### config.mk
export PLATFORM = sky130hd
export DESIGN_NAME = segment_selector_allocator_unit
export DESIGN_NICKNAME = d
export VERILOG_FILES = /design/src/hw/rtl/ssa_pkg.sv /design/src/hw/rtl/segment_selector_allocator_unit.sv /design/src/hw/rtl/ssa_slot_find.sv
export SDC_FILE = /design/constraint.sdc
export NUM_CORES = 1
export LEC_CHECK = 0
export ABC_AREA = 1
export BUFFER_PORTS_ARGS = -buffer_cell sky130_fd_sc_hd__buf_2
export CAP_MARGIN = 20
export CORE_MARGIN = 2
export CORE_UTILIZATION = 55
export CTS_CLUSTER_DIAMETER = 150
export DETAILED_ROUTE_END_ITERATION = 10
export PLACE_DENSITY = 0.83
export RECOVER_POWER = 50
export SLEW_MARGIN = 20
export SYNTH_ARGS = -nofsm -noshare
export SYNTH_HDL_FRONTEND = slang
export SYNTH_HIERARCHICAL = 1
export SYNTH_SLANG_ARGS = --single-unit
### constraint.sdc
create_clock -name clk -period 3.9 [get_ports clk]
set_input_delay 0.195 -clock clk [delete_from_list [all_inputs] [get_ports clk]]
set_output_delay 0.195 -clock clk [all_outputs]
set_load 0.02 [all_outputs]
### src/hw/rtl/ssa_pkg.sv
package ssa_pkg;

  localparam int SLOT_COUNT = 32;
  localparam int SLOT_W = (SLOT_COUNT > 1) ? $clog2(SLOT_COUNT) : 1;
  localparam int SEL_IDX_W = 13;

  localparam logic [31:0] PAGE_THRESHOLD = 32'h0010_0000;
  localparam logic [4:0] DATA_TYPE = 5'h13;
  localparam logic [1:0] DATA_DPL = 2'd3;

  localparam logic CMD_ALLOC = 1'b0;
  localparam logic CMD_FREE = 1'b1;

  localparam logic [1:0] STATUS_OK = 2'd0;
  localparam logic [1:0] STATUS_FULL = 2'd1;
  localparam logic [1:0] STATUS_BAD_SEL = 2'd2;

  typedef logic [SLOT_W-1:0] slot_t;
  typedef logic [SLOT_COUNT-1:0] mask_t;

  typedef struct packed {
    logic        cmd;
    logic [31:0] base_address;
    logic [31:0] segment_limit;
    logic [15:0] selector_in;
  } req_word_t;

  typedef struct packed {
    logic [15:0] selector_out;
    logic [63:0] descriptor;
    logic [1:0]  status;
  } rsp_word_t;

  typedef struct packed {
    logic  found;
    slot_t slot;
  } find_t;

  function automatic logic [63:0] build_descriptor(logic [31:0] base, logic [31:0] limit);
    logic        paged;
    logic [31:0] lim;
    paged = (limit >= PAGE_THRESHOLD);
    lim = paged ? (limit >> 12) : limit;
    return {base[31:24], paged, 1'b1, 1'b0, 1'b0, lim[19:16],
            1'b1, DATA_DPL, DATA_TYPE, base[23:0], lim[15:0]};
  endfunction

endpackage

### src/hw/rtl/segment_selector_allocator_unit.sv
// A word accepted on req is registered in req_q, then its answer in rsp;
// both hold while rsp stalls. Throughput: one word per cycle unless rsp
// stalls; the free mask is read and updated in the result stage, so
// back-to-back words see each other's allocations.
// Reset (rst, synchronous, active high): all slots free, both stages empty.
module segment_selector_allocator_unit (
  input  logic               clk,
  input  logic               rst,
  input  logic               req_valid,
  output logic               req_ready,
  input  ssa_pkg::req_word_t req,
  output logic               rsp_valid,
  input  logic               rsp_ready,
  output ssa_pkg::rsp_word_t rsp
);

  logic                           req_q_valid;
  ssa_pkg::req_word_t             req_q;
  ssa_pkg::mask_t                 free_mask;
  ssa_pkg::mask_t                 free_mask_next;
  ssa_pkg::rsp_word_t             rsp_next;
  ssa_pkg::find_t                 find;
  logic                           advance;
  logic [ssa_pkg::SEL_IDX_W-1:0]  sel_idx;
  logic                           sel_ok;
  ssa_pkg::slot_t                 free_slot;

  assign advance = !rsp_valid || rsp_ready;
  assign req_ready = !req_q_valid || advance;

  ssa_slot_find u_slot_find (
    .free_mask (free_mask),
    .find      (find)
  );

  assign sel_idx = req_q.selector_in[15:3];
  assign sel_ok = (sel_idx != '0) &&
                  (sel_idx <= ssa_pkg::SEL_IDX_W'(ssa_pkg::SLOT_COUNT));
  assign free_slot = ssa_pkg::slot_t'(sel_idx - ssa_pkg::SEL_IDX_W'(1));

  always_comb begin
    free_mask_next = free_mask;
    rsp_next.selector_out = req_q.selector_in;
    rsp_next.descriptor = '0;
    rsp_next.status = ssa_pkg::STATUS_OK;
    if (req_q.cmd == ssa_pkg::CMD_ALLOC) begin
      if (find.found) begin
        free_mask_next[find.slot] = 1'b0;
        rsp_next.selector_out = 16'({find.slot, 3'b000}) + 16'd15;
        rsp_next.descriptor = ssa_pkg::build_descriptor(req_q.base_address,
                                                        req_q.segment_limit);
      end else begin
        rsp_next.selector_out = '0;
        rsp_next.status = ssa_pkg::STATUS_FULL;
      end
    end else begin
      if (sel_ok) begin
        free_mask_next[free_slot] = 1'b1;
      end else begin
        rsp_next.status = ssa_pkg::STATUS_BAD_SEL;
      end
    end
  end

  always_ff @(posedge clk) begin
    if (rst) begin
      req_q_valid <= 1'b0;
      rsp_valid <= 1'b0;
      free_mask <= '1;
    end else begin
      if (req_ready) begin
        req_q_valid <= req_valid;
      end
      if (advance) begin
        rsp_valid <= req_q_valid;
      end
      if (req_q_valid && advance) begin
        free_mask <= free_mask_next;
      end
    end
  end

  always_ff @(posedge clk) begin
    if (req_valid && req_ready) begin
      req_q <= req;
    end
    if (req_q_valid && advance) begin
      rsp <= rsp_next;
    end
  end

`ifndef SYNTHESIS
  a_reset_all_free: assert property (@(posedge clk) rst |=> free_mask == '1)
    else $error("free mask not all ones after reset");

  a_alloc_takes_one: assert property (@(posedge clk) disable iff (rst)
    (req_q_valid && advance && req_q.cmd == ssa_pkg::CMD_ALLOC && find.found) |=>
    ($countones(free_mask) == $past($countones(free_mask)) - 1))
    else $error("allocate did not take exactly one slot");

  a_full_reported: assert property (@(posedge clk) disable iff (rst)
    (req_q_valid && advance && req_q.cmd == ssa_pkg::CMD_ALLOC && free_mask == '0) |=>
    (rsp_valid && rsp.status == ssa_pkg::STATUS_FULL))
    else $error("empty mask not reported as table full");

  a_full_zero: assert property (@(posedge clk) disable iff (rst)
    (rsp_valid && rsp.status == ssa_pkg::STATUS_FULL) |->
    (rsp.selector_out == '0 && rsp.descriptor == '0))
    else $error("table full word carries nonzero selector or descriptor");
`endif

endmodule

### src/hw/rtl/ssa_slot_find.sv
module ssa_slot_find (
  input  ssa_pkg::mask_t free_mask,
  output ssa_pkg::find_t find
);

  always_comb begin
    find.found = |free_mask;
    find.slot = '0;
    for (int i = ssa_pkg::SLOT_COUNT - 1; i >= 0; i--) begin
      if (free_mask[i]) begin
        find.slot = ssa_pkg::slot_t'(i);
      end
    end
  end

endmodule

## Word-level counts from Yosys, hierarchy flattened

Cells that the tools add are included.

- Input port bits: 85
- Logic and storage cells: 84
- Bits in registers: 197

- Order comparisons: 6
- Bitwise gates (word level): 4
- Add/sub/neg operators: 2
- Equality and inequality tests: 1
- Multiplexer cells: 46
- Reduce and logical (&&, ||, !) cells: 14

Operator list:

| cell | number |
|---|---|
| $mux W5 | 32 |
| $mux W32 | 3 |
| $mux W80 | 1 |
| $mux W64 | 1 |
| $and A32 B32 Y32 | 1 |
| $ge A32 B21 Y1 const B | 1 |
| $not A32 Y32 | 1 |
| $or A32 B32 Y32 | 1 |
| $reduce_or A32 Y1 | 1 |
| $mux W20 | 1 |
| $le A13 B6 Y1 const B | 1 |
| $reduce_bool A13 Y1 | 1 |
| $lt A5 B6 Y1 const B | 2 |
| $demux W1 S5 | 2 |
| $ge A5 B1 Y1 const B | 2 |
| $add A8 B4 Y9 const B | 1 |
| $mux W9 | 1 |
| $logic_and A1 B1 Y1 | 5 |
| $sub A5 B1 Y5 const B | 1 |
| $mux W2 | 2 |
| $mux W1 | 3 |
| $reduce_and A3 Y1 | 1 |
| $logic_not A1 Y1 | 2 |
| $logic_or A1 B1 Y1 | 2 |
| 4 further kinds | 4 |

## Depth between registers and ports, before layout

- Depth after elaboration: 40
- Mapped depth: 38

## By module

The synthesis kept the hierarchy.

By module, submodules not included:

| module | area each (µm²) | sequential area each (µm²) | times used | cells an instance |
|---|---|---|---|---|
| segment_selector_allocator_unit | 7562.3 | 5275.1 | 1 | 683 |
| ssa_slot_find | 470.5 | 0.0 | 1 | 107 |

## Least setup slack after synthesis

OpenSTA, ideal clock, no wires.

- Path kind: flip-flop to flip-flop
- Start: register rsp_valid
- End: register free_mask[4]
- Arrival: 2.700 ns
- Setup time: 0.115 ns
- Cell stages (with the launch flop): 9
- Path buffers: 0
- Path slack: 1.086 ns
- Cell sequence: dfxtp_1 nand2_1 nand2_1 inv_1 nand2_2 nor2_1 nand2_1 a21oi_1 nand2_1

- Cells in the longest elaborated chain, start to end: 4

Ends and longest elaborated chain:

| item | line | text |
|---|---|---|
| from (decl) | segment_selector_allocator_unit.sv:12 | `output logic rsp_valid,` |
| from (signal assigned) | segment_selector_allocator_unit.sv:75 | `rsp_valid <= req_q_valid;` |
| $logic_not A1 Y1 | segment_selector_allocator_unit.sv:28 | `assign advance = !rsp_valid \|\| rsp_ready;` |
| $logic_or A1 B1 Y1 | segment_selector_allocator_unit.sv:28 |  |
| $logic_and A1 B1 Y1 | segment_selector_allocator_unit.sv:77 | `if (req_q_valid && advance) begin` |
| $reduce_and A3 Y1 (no line) | n/a |  |
| to (signal assigned) | segment_selector_allocator_unit.sv:78 | `free_mask <= free_mask_next;` |
| to (decl) | segment_selector_allocator_unit.sv:19 | `ssa_pkg::mask_t free_mask;` |

No other way between the ends.
A chain may end at the register's enable or synchronous reset.

==> impl_metrics.ini <==
[outcome]
status = complete, but fails checks
violations = capacitance limit, slew limit

[logic_synthesis]
synth.most_common_cell = nand2_1
synth-seq-cells = 187
syn_inst = 790
yosys.area.top_type = edfxtp_1
synthFlopType = edfxtp_1
ys_warn_count = 6
yosysUniqueCellTypes = 38
async_flop_share_pct = 0
netlist_area_um2 = 8033
synth_area_per_cell_um2 = 10.17
yosys-top-cells-count = nand2_1 (160), edfxtp_1 (153), inv_1 (114)
synth_edf_count = 153
synth_top_area_share_pct = 57.20
ys_seq_area_share_pct = 65.67
synthTopCellsByArea = edfxtp_1 (57%), dfxtp_1 (8.5%), nand2_1 (7.5%)

[floorplan]
die_w_um = 124.9
rows = 44
chipHeight_um = 124.9
coreArea_um2 = 14420
floorplan.die_area_um2 = 15590
start_util_pct = 55.69
ios = 169

[finish]
final_cells = 1229
area_growth_syn_to_layout_pct = 27.29
diodes = 0
fillers = 1000
fin_util_pct = 70.89
drive_gt1_share_pct = 13.01
nets = 1121

[timing]
tightestPinTransition_ps = 1843
rsz0062_at_grt = false
hold_ws_ps = 108.3
finClkSkew_ps = 12.11
fin_crit_ps = 3287
final.period_utilization_pct = 84.27
finalSetupViolCount = 0
hold_violations = 0
fmax_mhz = 304.3
drv_slew = 108
relSlewSlack_pct = -22.86
tns_ps = 0

[global_routing]
grt_overflow = 0
grt_pass1_wl_um = 34940
grt_pass1_vias = 6611
grt_antenna_before_repair = 0
grt_max_degree = 73
grtUsageTotal_pct = 29.34

[min_path]
hp-class = primary input to flip-flop

[setup_path]
start_kind = flip-flop
critPathMaxFanout = 5
slowest_stage = dfxtp_1
critPathBufInv = 2
max_stage_delay_ps = 430
critPathArrivalTime_ps = 3490
path_delay_family = simple AND/OR/NAND/NOR gates
cp-end-kind = flip-flop
cpMostUsedCell = nand2_1
path_class = flip-flop to flip-flop
worst_ep_required_time_ps = 4100

[power]
ir_drop_mv = 0.3177
p_leak_nw = 4.266
p_per_area_nw_per_um2 = 441.6
design_power_total_mw = 4.515

[flow_run]
cap_violations = 2

[place]
io_buffers = 164
place_hpwl_um = 12950
dp_cells = 1116
gp_congestion = 1.014

[cts]
cts_buffer_depth = 2
clock_latency_ps = 440
clkSinkCount = 187
post-cts-setup-buffer-count = 0
cts_made_buffers = 17
root_buffer = clkbuf_16
cts_max_level = 4
cts_tree = done
clk_pin_slew_ps = 70

[drt]
drt-total-wl_um = 22680
drt_iter0_drc = 636
first_pass_iters = 6
via_per_inst = 5.426
antenna_left = 0
vias = 6668
drc = 0
routedWlPerCell_um = 18.45
## layout make-up
cell class                 instances  area [um2]  area share, %
clock inverter                    15       163.9          1.603
timing repair buffer             251        1556          15.22
clock buffer                      17       425.4          4.161
inverter                         124       500.5          4.895
tap                              184       230.2          2.252
sequential                       187        5275          51.59
multi-input combinational        451        2073          20.28
## logic make-up after synthesis
family / Yosys count / share of synthesized area [%]
adders and majority gates: 4 / 0.6231
AOI/OAI and AO/OA: 104 / 7.150
other: 1 / 0.04668
and+or+nand+nor: 339 / 17.94
buffers and inverters: 155 / 8.567
DFF: 187 / 65.67
## through the flow
step | cell area [um2] | worst slack (ps)
2_1_floorplan | 8044 | 1086
3_5_place_dp | 8952 | 770.1
3_3_place_gp | 8952 | 806.6
4_1_cts | 10350 | 752.8
6_report | 10220 | 613.5
5_1_grt | 10220 | 226.7
## state kept, by name (all words and copies together), names as in the netlist
signal,cells
free_mask,32
req_q,81
req_q_valid,1
rsp,72
rsp_valid,1
## cell usage in the layout (no fill, tap or decap), types with 5 or more instances in the layout
| master | n |
|---|---|
| a21oi_1 | 38 |
| buf_2 | 72 |
| clkbuf_1 | 92 |
| clkbuf_16 | 17 |
| dfxtp_1 | 34 |
| dlygate4sd3_1 | 81 |
| edfxtp_1 | 153 |
| inv_1 | 112 |
| inv_2 | 7 |
| nand2_1 | 160 |
| nand2_2 | 5 |
| nand3_1 | 38 |
| nand4_1 | 12 |
| nor2_1 | 106 |
| o21ai_0 | 41 |
| o21bai_1 | 11 |
## what timing repair did
item,4_1_cts,5_1_grt
hold buffers,81,0
resized for setup,0,0
hold endpoints to repair,81,0
## worst paths after layout
| path | from | end | slack (ps) | depth (start not counted) |
|---|---|---|---|---|
| max reg2reg | free_mask[29] | rsp[73] | 610 | 35 |
| min reg2reg | free_mask[23] | free_mask[23] | 470 | 2 |
| min | req_valid | req_q_valid | 110 | 3 |
| max | free_mask[29] | rsp[73] | 610 | 35 |
## routing by layer
metal | vias to the layer above | share of wire (%) | track usage (%)
li1 | 3072 | - | -
met1 | 3086 | 37 | 35.06
met5 | - | 0 | 0
met2 | 444 | 51 | 50.59
met4 | 0 | 3.5 | 14.31
met3 | 66 | 9.3 | 6.271
## worst reg2reg max path, delay by kind of cell, from the launching register on
family / cells / cell delay (ps)
DFF: 1 / 430
and+or+nand+nor: 29 / 1490
AOI/OAI and AO/OA: 3 / 670
buffers and inverters: 2 / 190
adders and majority gates: 1 / 260
## report_power, final
group          total (mW)  internal [mW]  switching (mW)
Combinational       0.420          0.150           0.269
Clock                1.76          0.959           0.805
Sequential           2.33           2.28          0.0541
No activity file was read; power rests on OpenSTA's default activity.
